$ cat src/design/lpct_pkg.sv
// Shared types and constants for the low-power compare timer.
// Holds the item words, request codes, register offsets and register bit positions.
// No dependencies.
package lpct_pkg;

	localparam int CNT_W  = 16;
	localparam int PRE_W  = 16;
	localparam int IDX_W  = 10;
	localparam int DATA_W = 32;
	localparam int SRC_W  = 3;
	localparam int CTRL_W = 7;

	typedef enum logic [1:0] {
		REQ_TICK  = 2'd0,
		REQ_READ  = 2'd1,
		REQ_WRITE = 2'd2
	} req_t;

	localparam logic [IDX_W-1:0] REG_CSR = IDX_W'(0);
	localparam logic [IDX_W-1:0] REG_PSR = IDX_W'(1);
	localparam logic [IDX_W-1:0] REG_CMR = IDX_W'(2);
	localparam logic [IDX_W-1:0] REG_CNR = IDX_W'(3);

	localparam int CSR_EN   = 0;
	localparam int CSR_FREE = 2;
	localparam int CSR_IE   = 6;
	localparam int CSR_FLAG = 7;
	localparam int PSR_BYP  = 2;
	localparam int PSR_PRE  = 3;

	localparam logic [1:0] SRC_NONE = 2'd3;

	typedef struct packed {
		logic [1:0]        req_type;
		logic [IDX_W-1:0]  reg_index;
		logic [DATA_W-1:0] write_data;
		logic [SRC_W-1:0]  source_edges;
	} in_word_t;

	typedef struct packed {
		logic [DATA_W-1:0] read_data;
		logic              irq_level;
		logic              trigger_pulse;
	} out_word_t;

endpackage

$ cat src/design/lpct_in_if.sv
// Request channel of the low-power compare timer: valid, ready and one request word.
// Depends on lpct_pkg.
interface lpct_in_if
	import lpct_pkg::*;
();
	logic     valid;
	logic     ready;
	in_word_t data;

	modport source (output valid, output data, input ready);
	modport sink (input valid, input data, output ready);
endinterface

$ cat src/design/lpct_out_if.sv
// Response channel of the low-power compare timer: valid, ready and one response word.
// Depends on lpct_pkg.
interface lpct_out_if
	import lpct_pkg::*;
();
	logic      valid;
	logic      ready;
	out_word_t data;

	modport source (output valid, output data, input ready);
	modport sink (input valid, input data, output ready);
endinterface

$ cat src/design/lpct_core.sv
// Timer state, register file, prescaler and compare logic.
// Applies one request word per fire strobe; depends on lpct_pkg.
module lpct_core
	import lpct_pkg::*;
(
	input  logic      clk,
	input  logic      arst_n,
	input  logic      fire,
	input  in_word_t  item,
	output out_word_t result
);

	logic [CTRL_W-1:0] ctrl_q, ctrl_d;
	logic              flag_q, flag_d;
	logic [CTRL_W-1:0] psr_q, psr_d;
	logic [CNT_W-1:0]  cmp_q, cmp_d;
	logic [CNT_W-1:0]  cnt_q, cnt_d;
	logic [PRE_W-1:0]  pre_q, pre_d;

	logic [1:0]       sel;
	logic             edge_hit;
	logic [PRE_W:0]   pre_inc;
	logic [PRE_W:0]   div;
	logic             div_hit;
	logic             do_cnt;
	logic             match;
	logic [DATA_W-1:0] rd;
	logic             trig;

	assign sel      = psr_q[1:0];
	assign edge_hit = ctrl_q[CSR_EN] && (sel != SRC_NONE) && item.source_edges[sel];
	assign pre_inc  = {1'b0, pre_q} + (PRE_W+1)'(1);
	assign div      = (PRE_W+1)'(1) << ({1'b0, psr_q[PSR_PRE +: 4]} + 5'd1);
	assign div_hit  = pre_inc >= div;
	assign match    = cnt_q == cmp_q;

	always_comb begin
		ctrl_d = ctrl_q;
		flag_d = flag_q;
		psr_d  = psr_q;
		cmp_d  = cmp_q;
		cnt_d  = cnt_q;
		pre_d  = pre_q;
		rd     = '0;
		trig   = 1'b0;
		do_cnt = 1'b0;
		unique case (item.req_type)
			REQ_TICK: begin
				if (edge_hit) begin
					if (psr_q[PSR_BYP]) begin
						do_cnt = 1'b1;
					end else if (div_hit) begin
						pre_d  = '0;
						do_cnt = 1'b1;
					end else begin
						pre_d = pre_inc[PRE_W-1:0];
					end
				end
				if (do_cnt) begin
					if (match) begin
						flag_d = 1'b1;
						trig   = 1'b1;
					end
					if (match && !ctrl_q[CSR_FREE]) begin
						cnt_d = '0;
					end else begin
						cnt_d = cnt_q + CNT_W'(1);
					end
				end
			end
			REQ_READ: begin
				unique case (item.reg_index)
					REG_CSR: rd = DATA_W'({flag_q, ctrl_q});
					REG_PSR: rd = DATA_W'(psr_q);
					REG_CMR: rd = DATA_W'(cmp_q);
					REG_CNR: rd = DATA_W'(cnt_q);
					default: rd = '0;
				endcase
			end
			REQ_WRITE: begin
				unique case (item.reg_index)
					REG_CSR: begin
						if (item.write_data[CSR_FLAG]) begin
							flag_d = 1'b0;
						end
						ctrl_d = item.write_data[CTRL_W-1:0];
						if (!item.write_data[CSR_EN] || !ctrl_q[CSR_EN]) begin
							cnt_d = '0;
							pre_d = '0;
						end
					end
					REG_PSR: psr_d = item.write_data[CTRL_W-1:0];
					REG_CMR: cmp_d = item.write_data[CNT_W-1:0];
					default: ;
				endcase
			end
			default: ;
		endcase
	end

	assign result.read_data     = rd;
	assign result.irq_level     = flag_d && ctrl_d[CSR_IE];
	assign result.trigger_pulse = trig;

	always_ff @(posedge clk or negedge arst_n) begin
		if (!arst_n) begin
			ctrl_q <= '0;
			flag_q <= 1'b0;
			psr_q  <= '0;
			cmp_q  <= '0;
			cnt_q  <= '0;
			pre_q  <= '0;
		end else if (fire) begin
			ctrl_q <= ctrl_d;
			flag_q <= flag_d;
			psr_q  <= psr_d;
			cmp_q  <= cmp_d;
			cnt_q  <= cnt_d;
			pre_q  <= pre_d;
		end
	end

endmodule

$ cat src/design/low_power_compare_timer.sv
// Top level of the low-power compare timer: request register, timer core, response register.
// Depends on lpct_pkg, lpct_in_if, lpct_out_if and lpct_core.

// Each request word (tick, register read or register write) yields one response word. A word
// taken into the request register moves into the response register when the response side
// can accept it, and its response then stays valid in the response register until it leaves.
// A new word is taken every cycle as long as the response side keeps up; the timer state is
// updated in the same cycle a word leaves the request register, so back-to-back ticks and bus
// accesses see each other's effects in order. A stalled response holds both stages.
module low_power_compare_timer
	import lpct_pkg::*;
(
	input  logic       clk,
	input  logic       arst_n,
	lpct_in_if.sink    req,
	lpct_out_if.source rsp
);

	logic      valid_s1;
	in_word_t  item_s1;
	logic      out_valid_q;
	out_word_t out_q;
	out_word_t result;
	logic      advance;
	logic      fire;

	assign advance   = !out_valid_q || rsp.ready;
	assign fire      = valid_s1 && advance;
	assign req.ready = !valid_s1 || advance;

	always_ff @(posedge clk or negedge arst_n) begin
		if (!arst_n) begin
			valid_s1 <= 1'b0;
		end else if (req.ready) begin
			valid_s1 <= req.valid;
		end
	end

	always_ff @(posedge clk) begin
		if (req.ready && req.valid) begin
			item_s1 <= req.data;
		end
	end

	lpct_core u_core (
		.clk    (clk),
		.arst_n (arst_n),
		.fire   (fire),
		.item   (item_s1),
		.result (result)
	);

	always_ff @(posedge clk or negedge arst_n) begin
		if (!arst_n) begin
			out_valid_q <= 1'b0;
		end else if (advance) begin
			out_valid_q <= valid_s1;
		end
	end

	always_ff @(posedge clk) begin
		if (fire) begin
			out_q <= result;
		end
	end

	assign rsp.valid = out_valid_q;
	assign rsp.data  = out_q;

endmodule
$ cat src/flat_wrapper.sv
// flat-port wrapper written by rule: the top's interface ports become plain ports
module low_power_compare_timer_flat import lpct_pkg::*;
  (clk, arst_n, req_valid, req_data, req_ready, rsp_valid, rsp_data, rsp_ready);
  lpct_in_if req_i ();
  lpct_out_if rsp_i ();
  input  logic clk;
  input  logic arst_n;
  input wire logic [$bits(req_i.valid)-1:0] req_valid;
  input wire logic [$bits(req_i.data)-1:0] req_data;
  output wire logic [$bits(req_i.ready)-1:0] req_ready;
  output wire logic [$bits(rsp_i.valid)-1:0] rsp_valid;
  output wire logic [$bits(rsp_i.data)-1:0] rsp_data;
  input wire logic [$bits(rsp_i.ready)-1:0] rsp_ready;
  assign req_i.valid = req_valid;
  assign req_i.data = req_data;
  assign req_ready = req_i.ready;
  assign rsp_valid = rsp_i.valid;
  assign rsp_data = rsp_i.data;
  assign rsp_i.ready = rsp_ready;
  low_power_compare_timer u_core (.clk(clk), .arst_n(arst_n), .req(req_i), .rsp(rsp_i));
endmodule
$ cat config.mk
export PLATFORM = sky130hd
export DESIGN_NAME = low_power_compare_timer_flat
export DESIGN_NICKNAME = d
export VERILOG_FILES = /design/src/design/lpct_pkg.sv /design/src/design/lpct_in_if.sv /design/src/design/lpct_out_if.sv /design/src/design/lpct_core.sv /design/src/design/low_power_compare_timer.sv /design/src/flat_wrapper.sv
export SDC_FILE = /design/constraint.sdc
export NUM_CORES = 1
export LEC_CHECK = 0
export BUFFER_PORTS_ARGS = -buffer_cell sky130_fd_sc_hd__buf_4
export CORE_UTILIZATION = 40
export CTS_CLUSTER_DIAMETER = 150
export CTS_CLUSTER_SIZE = 14
export DETAILED_ROUTE_END_ITERATION = 6
export PLACE_DENSITY = 0.59
export SKIP_CTS_REPAIR_TIMING = 1
export SLEW_MARGIN = 10
export SYNTH_ARGS = -nofsm -noshare
export SYNTH_HDL_FRONTEND = slang
export SYNTH_SLANG_ARGS = --single-unit
$ cat constraint.sdc
create_clock -name clk -period 5.4 [get_ports clk]
set_input_delay 0.54 -clock clk [delete_from_list [all_inputs] [get_ports clk]]
set_output_delay 0.54 -clock clk [all_outputs]
set_load 0.05 [all_outputs]
==> results.md <==
* Rel. slew slack at 34.06%
* Core area at approximately 0.015 mm2
* Placed inst area at 0.006563 mm2
* Endpoint class of the critical path: flip-flop
* Die extent in y at 125.1 um
* Synthesized cell area at 0.006066 mm2
* Compound-Gate Fraction of Synth Area at 9.922%
* Min Tclk post-route at roughly 3.9 ns
* Worst-Margin Slew at 0.9855 ns
* Cells after Synth at 534
* Worst skew pair latency at between 0.4 and 0.5 ns
* TritonCTS clock tree: built
* Post-synth top flop: dfrtp_1
* Mux share of post-synthesis cell area at 9.963%
* DRT iter0 DRCs at 326
* Max Buffers Root-to-Sink at 2
* DRC errors left at 0
* Initial core utilization at 41.42%
* Peak supply drop at 186.6 uV
* Leakage at 2.990 nW
* Die width at approximately 130 um
* Slowest Stage Delay on Critical Path at between 0.5 and 0.6 ns
* Flops & latches, synth at 114
* CTS Buf Count at 17
* # rows at 44
* Clk_skew at about 0.012 ns
* Die area at approximately 0.016 mm2
* Hold Crit Class: in -> async
* Crit start category: flip-flop
* Root Buffer: clkbuf_16
* Initial antenna violation count at 0
* # port buffers at 54
* Fmax at ~250 MHz
* Maxcap violations at 0
* Router iterations before antenna repair at 7
* Ys async rst share at between 50% and 60%
* CP required at 5.71 ns
* R2r setup slk at around 1.5 ns
* Synth Area in Adders at 3.919%
* Largest family of logic cells by synthesized area: simple AND/OR/NAND/NOR gates
* Area Overhead vs Synth at 17.84%
* Period utilization at around 73%
* Post-synth EDFFs at 49
* Gpl congestion at 0.8333
* Crit-path slowest cell: a211oi_1
* Pwr/cell area at a little over 300 mW/mm2
* Grt ovf at 0
* DP HPWL at 9.528 mm
* I/O Pins at 87
* Sequential fraction of the synthesis area at around 51%
* NumNets Final at 656
* H-tree depth at 4
* Setup_tns at 0 ns
* Total number of vias at ~4300
* Post-route ant nets at 0
* Setup Crit Path Kind: reg -> reg
* Reg2reg end: u_core.u_core.pre_q[10]
* Avg WL per Cell at 17.36 um
* Layout cells sized above 1 at 23.87%
* Clock sinks at approximately 110
* Post-Syn Area per Cell at 11.36 um2
* Arr. time, crit path at between 4 and 5 ns
* Maximum fanout along the worst path at 10
* RSZ-0062 raised after global routing: no
* Post-Route WL at 13.59 mm
* Critical R2R Launch: u_core.u_core.pre_q[3]
* DP Cell Count at ~750
* Final hold slack at 0.2513 ns
* GRT Total Usage at between 10% and 20%
* Worst-path cell chain: and4_1 -> and3_1 -> nand4_1 -> nor2_1 -> nand2_1 -> nand2_1 -> ha_1 -> nand4_1 -> nor2_1 -> a211o_1 -> a211oi_1 -> nand2_1 -> o221ai_1
* Cells on worst reg2reg path at 13
* Post-synthesis cell type count at 61
* Cell area after layout at 0.007148 mm2
* Simple-Gate Fraction of Synth Area at 16.42%
* Hold Fails Final Rpt at 0
* Outcome: complete, no violations
* First-pass GRT wire length at 22.44 mm
* Filler cell count at 1314
* Crit path top cell by count: nand2_1
* Vias per std cell at 5.476
* Synth Area in XOR/XNOR at 3.754%
* Synth warn at 0
* Max Slew Vio Count at 0
* Clock-pin slew on the worst setup and hold paths at 0.05 ns
* Final Setup Violations at 0
* Antenna cell count at 0
* Vias in the first global route at 4311
* Largest net degree at the start of global routing at 66
* Finished Layout Cells at between 700 and 800
cells in the mapped netlist, types with 5 or more instances:
| master | n | area share (%) |
|---|---|---|
| a21oi_1 | 9 | 0.74 |
| a221o_1 | 5 | 0.83 |
| a221oi_1 | 5 | 0.72 |
| a22o_1 | 9 | 1.3 |
| and2_1 | 5 | 0.52 |
| and3_1 | 11 | 1.1 |
| buf_2 | 6 | 0.50 |
| buf_4 | 16 | 2.0 |
| clkbuf_1 | 18 | 1.1 |
| dfrtp_1 | 65 | 27 |
| edfxtp_1 | 49 | 24 |
| ha_1 | 19 | 3.9 |
| inv_1 | 14 | 0.87 |
| mux2_2 | 29 | 5.4 |
| mux2i_1 | 12 | 2.0 |
| mux4_2 | 7 | 2.6 |
| nand2_1 | 56 | 3.5 |
| nand2b_1 | 9 | 0.93 |
| nand3_1 | 24 | 2.0 |
| nand4_1 | 16 | 1.7 |
| nor2_1 | 28 | 1.7 |
| nor2b_1 | 14 | 1.4 |
| o21ai_0 | 18 | 1.5 |
| xnor2_1 | 25 | 3.6 |
kinds of logic (layout without fill, tap and decap cells):
kind of cell,after synthesis,count (layout)
AND/OR/NAND/NOR,188,188
flip-flops,114,114
AO/OA/AOI/OAI,81,81
buffers and inverters,57,106
multiplexers,48,48
XOR/XNOR,26,26
adder cells (fa/ha/maj),19,19
other,1,17
sequential cells by signal, summed over array words and instances (netlist names):
name                  cells
u_core.u_core.psr_q       7
u_core.u_core.flag_q      1
u_core.u_core.cnt_q      16
u_core.rsp.valid          1
u_core.valid_s1           1
u_core.rsp.data          18
u_core.item_s1           31
u_core.u_core.cmp_q      16
u_core.u_core.ctrl_q      7
u_core.u_core.pre_q      16
critical path: cells and delay by family, from the launching register on:
kind / cells / cell delay (ns)
DFF: 1 / 0.46
adders and majority gates: 1 / 0.24
and+or+nand+nor: 9 / 1.93
AOI/OAI and AO/OA: 3 / 1.20
worst max path at each step:
stage / start / end
global placement: u_core.u_core.pre_q[3] / u_core.u_core.pre_q[12]
floorplan: u_core.u_core.pre_q[3] / u_core.u_core.cnt_q[8]
detailed placement: u_core.u_core.pre_q[3] / u_core.u_core.pre_q[12]
global route: u_core.u_core.pre_q[3] / u_core.u_core.pre_q[10]
CTS: u_core.u_core.pre_q[3] / u_core.u_core.pre_q[10]
finish: u_core.u_core.pre_q[3] / u_core.u_core.pre_q[10]
placed cells by master, fill, tap and decap left out, types with 4 or more instances in the layout:
master / count
o21ai_0: 18
mux4_2: 7
ha_1: 19
clkinv_4: 6
a21oi_1: 9
a31oi_1: 4
inv_1: 14
a22o_1: 9
clkbuf_16: 17
a221oi_1: 5
nor2b_1: 14
o22ai_1: 4
a221o_1: 5
nor2_1: 28
nand2_1: 56
buf_4: 60
and3_1: 11
nand2b_1: 9
and2_1: 5
edfxtp_1: 49
a221o_2: 4
mux2i_1: 12
nand3_1: 24
mux2_2: 29
xnor2_1: 25
dfrtp_1: 65
conb_1: 17
nand4_1: 16
layer usage:
| metal | global-route usage (%) | up-vias | wire, um |
|---|---|---|---|
| met3 | 4.022 | 20 | 694 |
| met5 | 0 | - | 0 |
| met4 | 8.250 | 0 | 264 |
| met1 | 24.58 | 2102 | 6006 |
| met2 | 29.81 | 121 | 6626 |
| li1 | - | 2045 | - |
where the power goes:
part | leakage (nW) | switching, W | total (W) | internal [W]
Combinational | 1.37 | 0.000105 | 0.000147 | 0.0000415
Clock | 0.285 | 0.000415 | 0.00110 | 0.000684
Sequential | 1.33 | 0.0000153 | 0.000952 | 0.000937
Total | 2.99 | 0.000535 | 0.00220 | 0.00166
area by class of cell:
cell class                      count  area, um2  share of cell area [%]
Clock buffer                       18      429.2                   6.004
Clock inverter                     14      156.4                   2.188
Inverter                           14      52.55                  0.7352
Multi-Input combinational cell    379       2731                   38.21
Sequential cell                   114       3098                   43.34
Tap cell                          184      230.2                   3.221
Timing Repair Buffer               60      450.4                   6.301
per-stage QoR:
stage                     worst slack, ns  utilization [%]  total power, W
final                               1.456            48.81        0.002198
after global routing               0.9708            48.81        0.002270
after CTS                           1.546            48.81        0.002225
after detailed placement            1.554            44.81        0.001117
after global placement              1.611            44.81        0.001115
after floorplan                     2.085                -        0.001065
No activity file was read; power rests on OpenSTA's default activity.
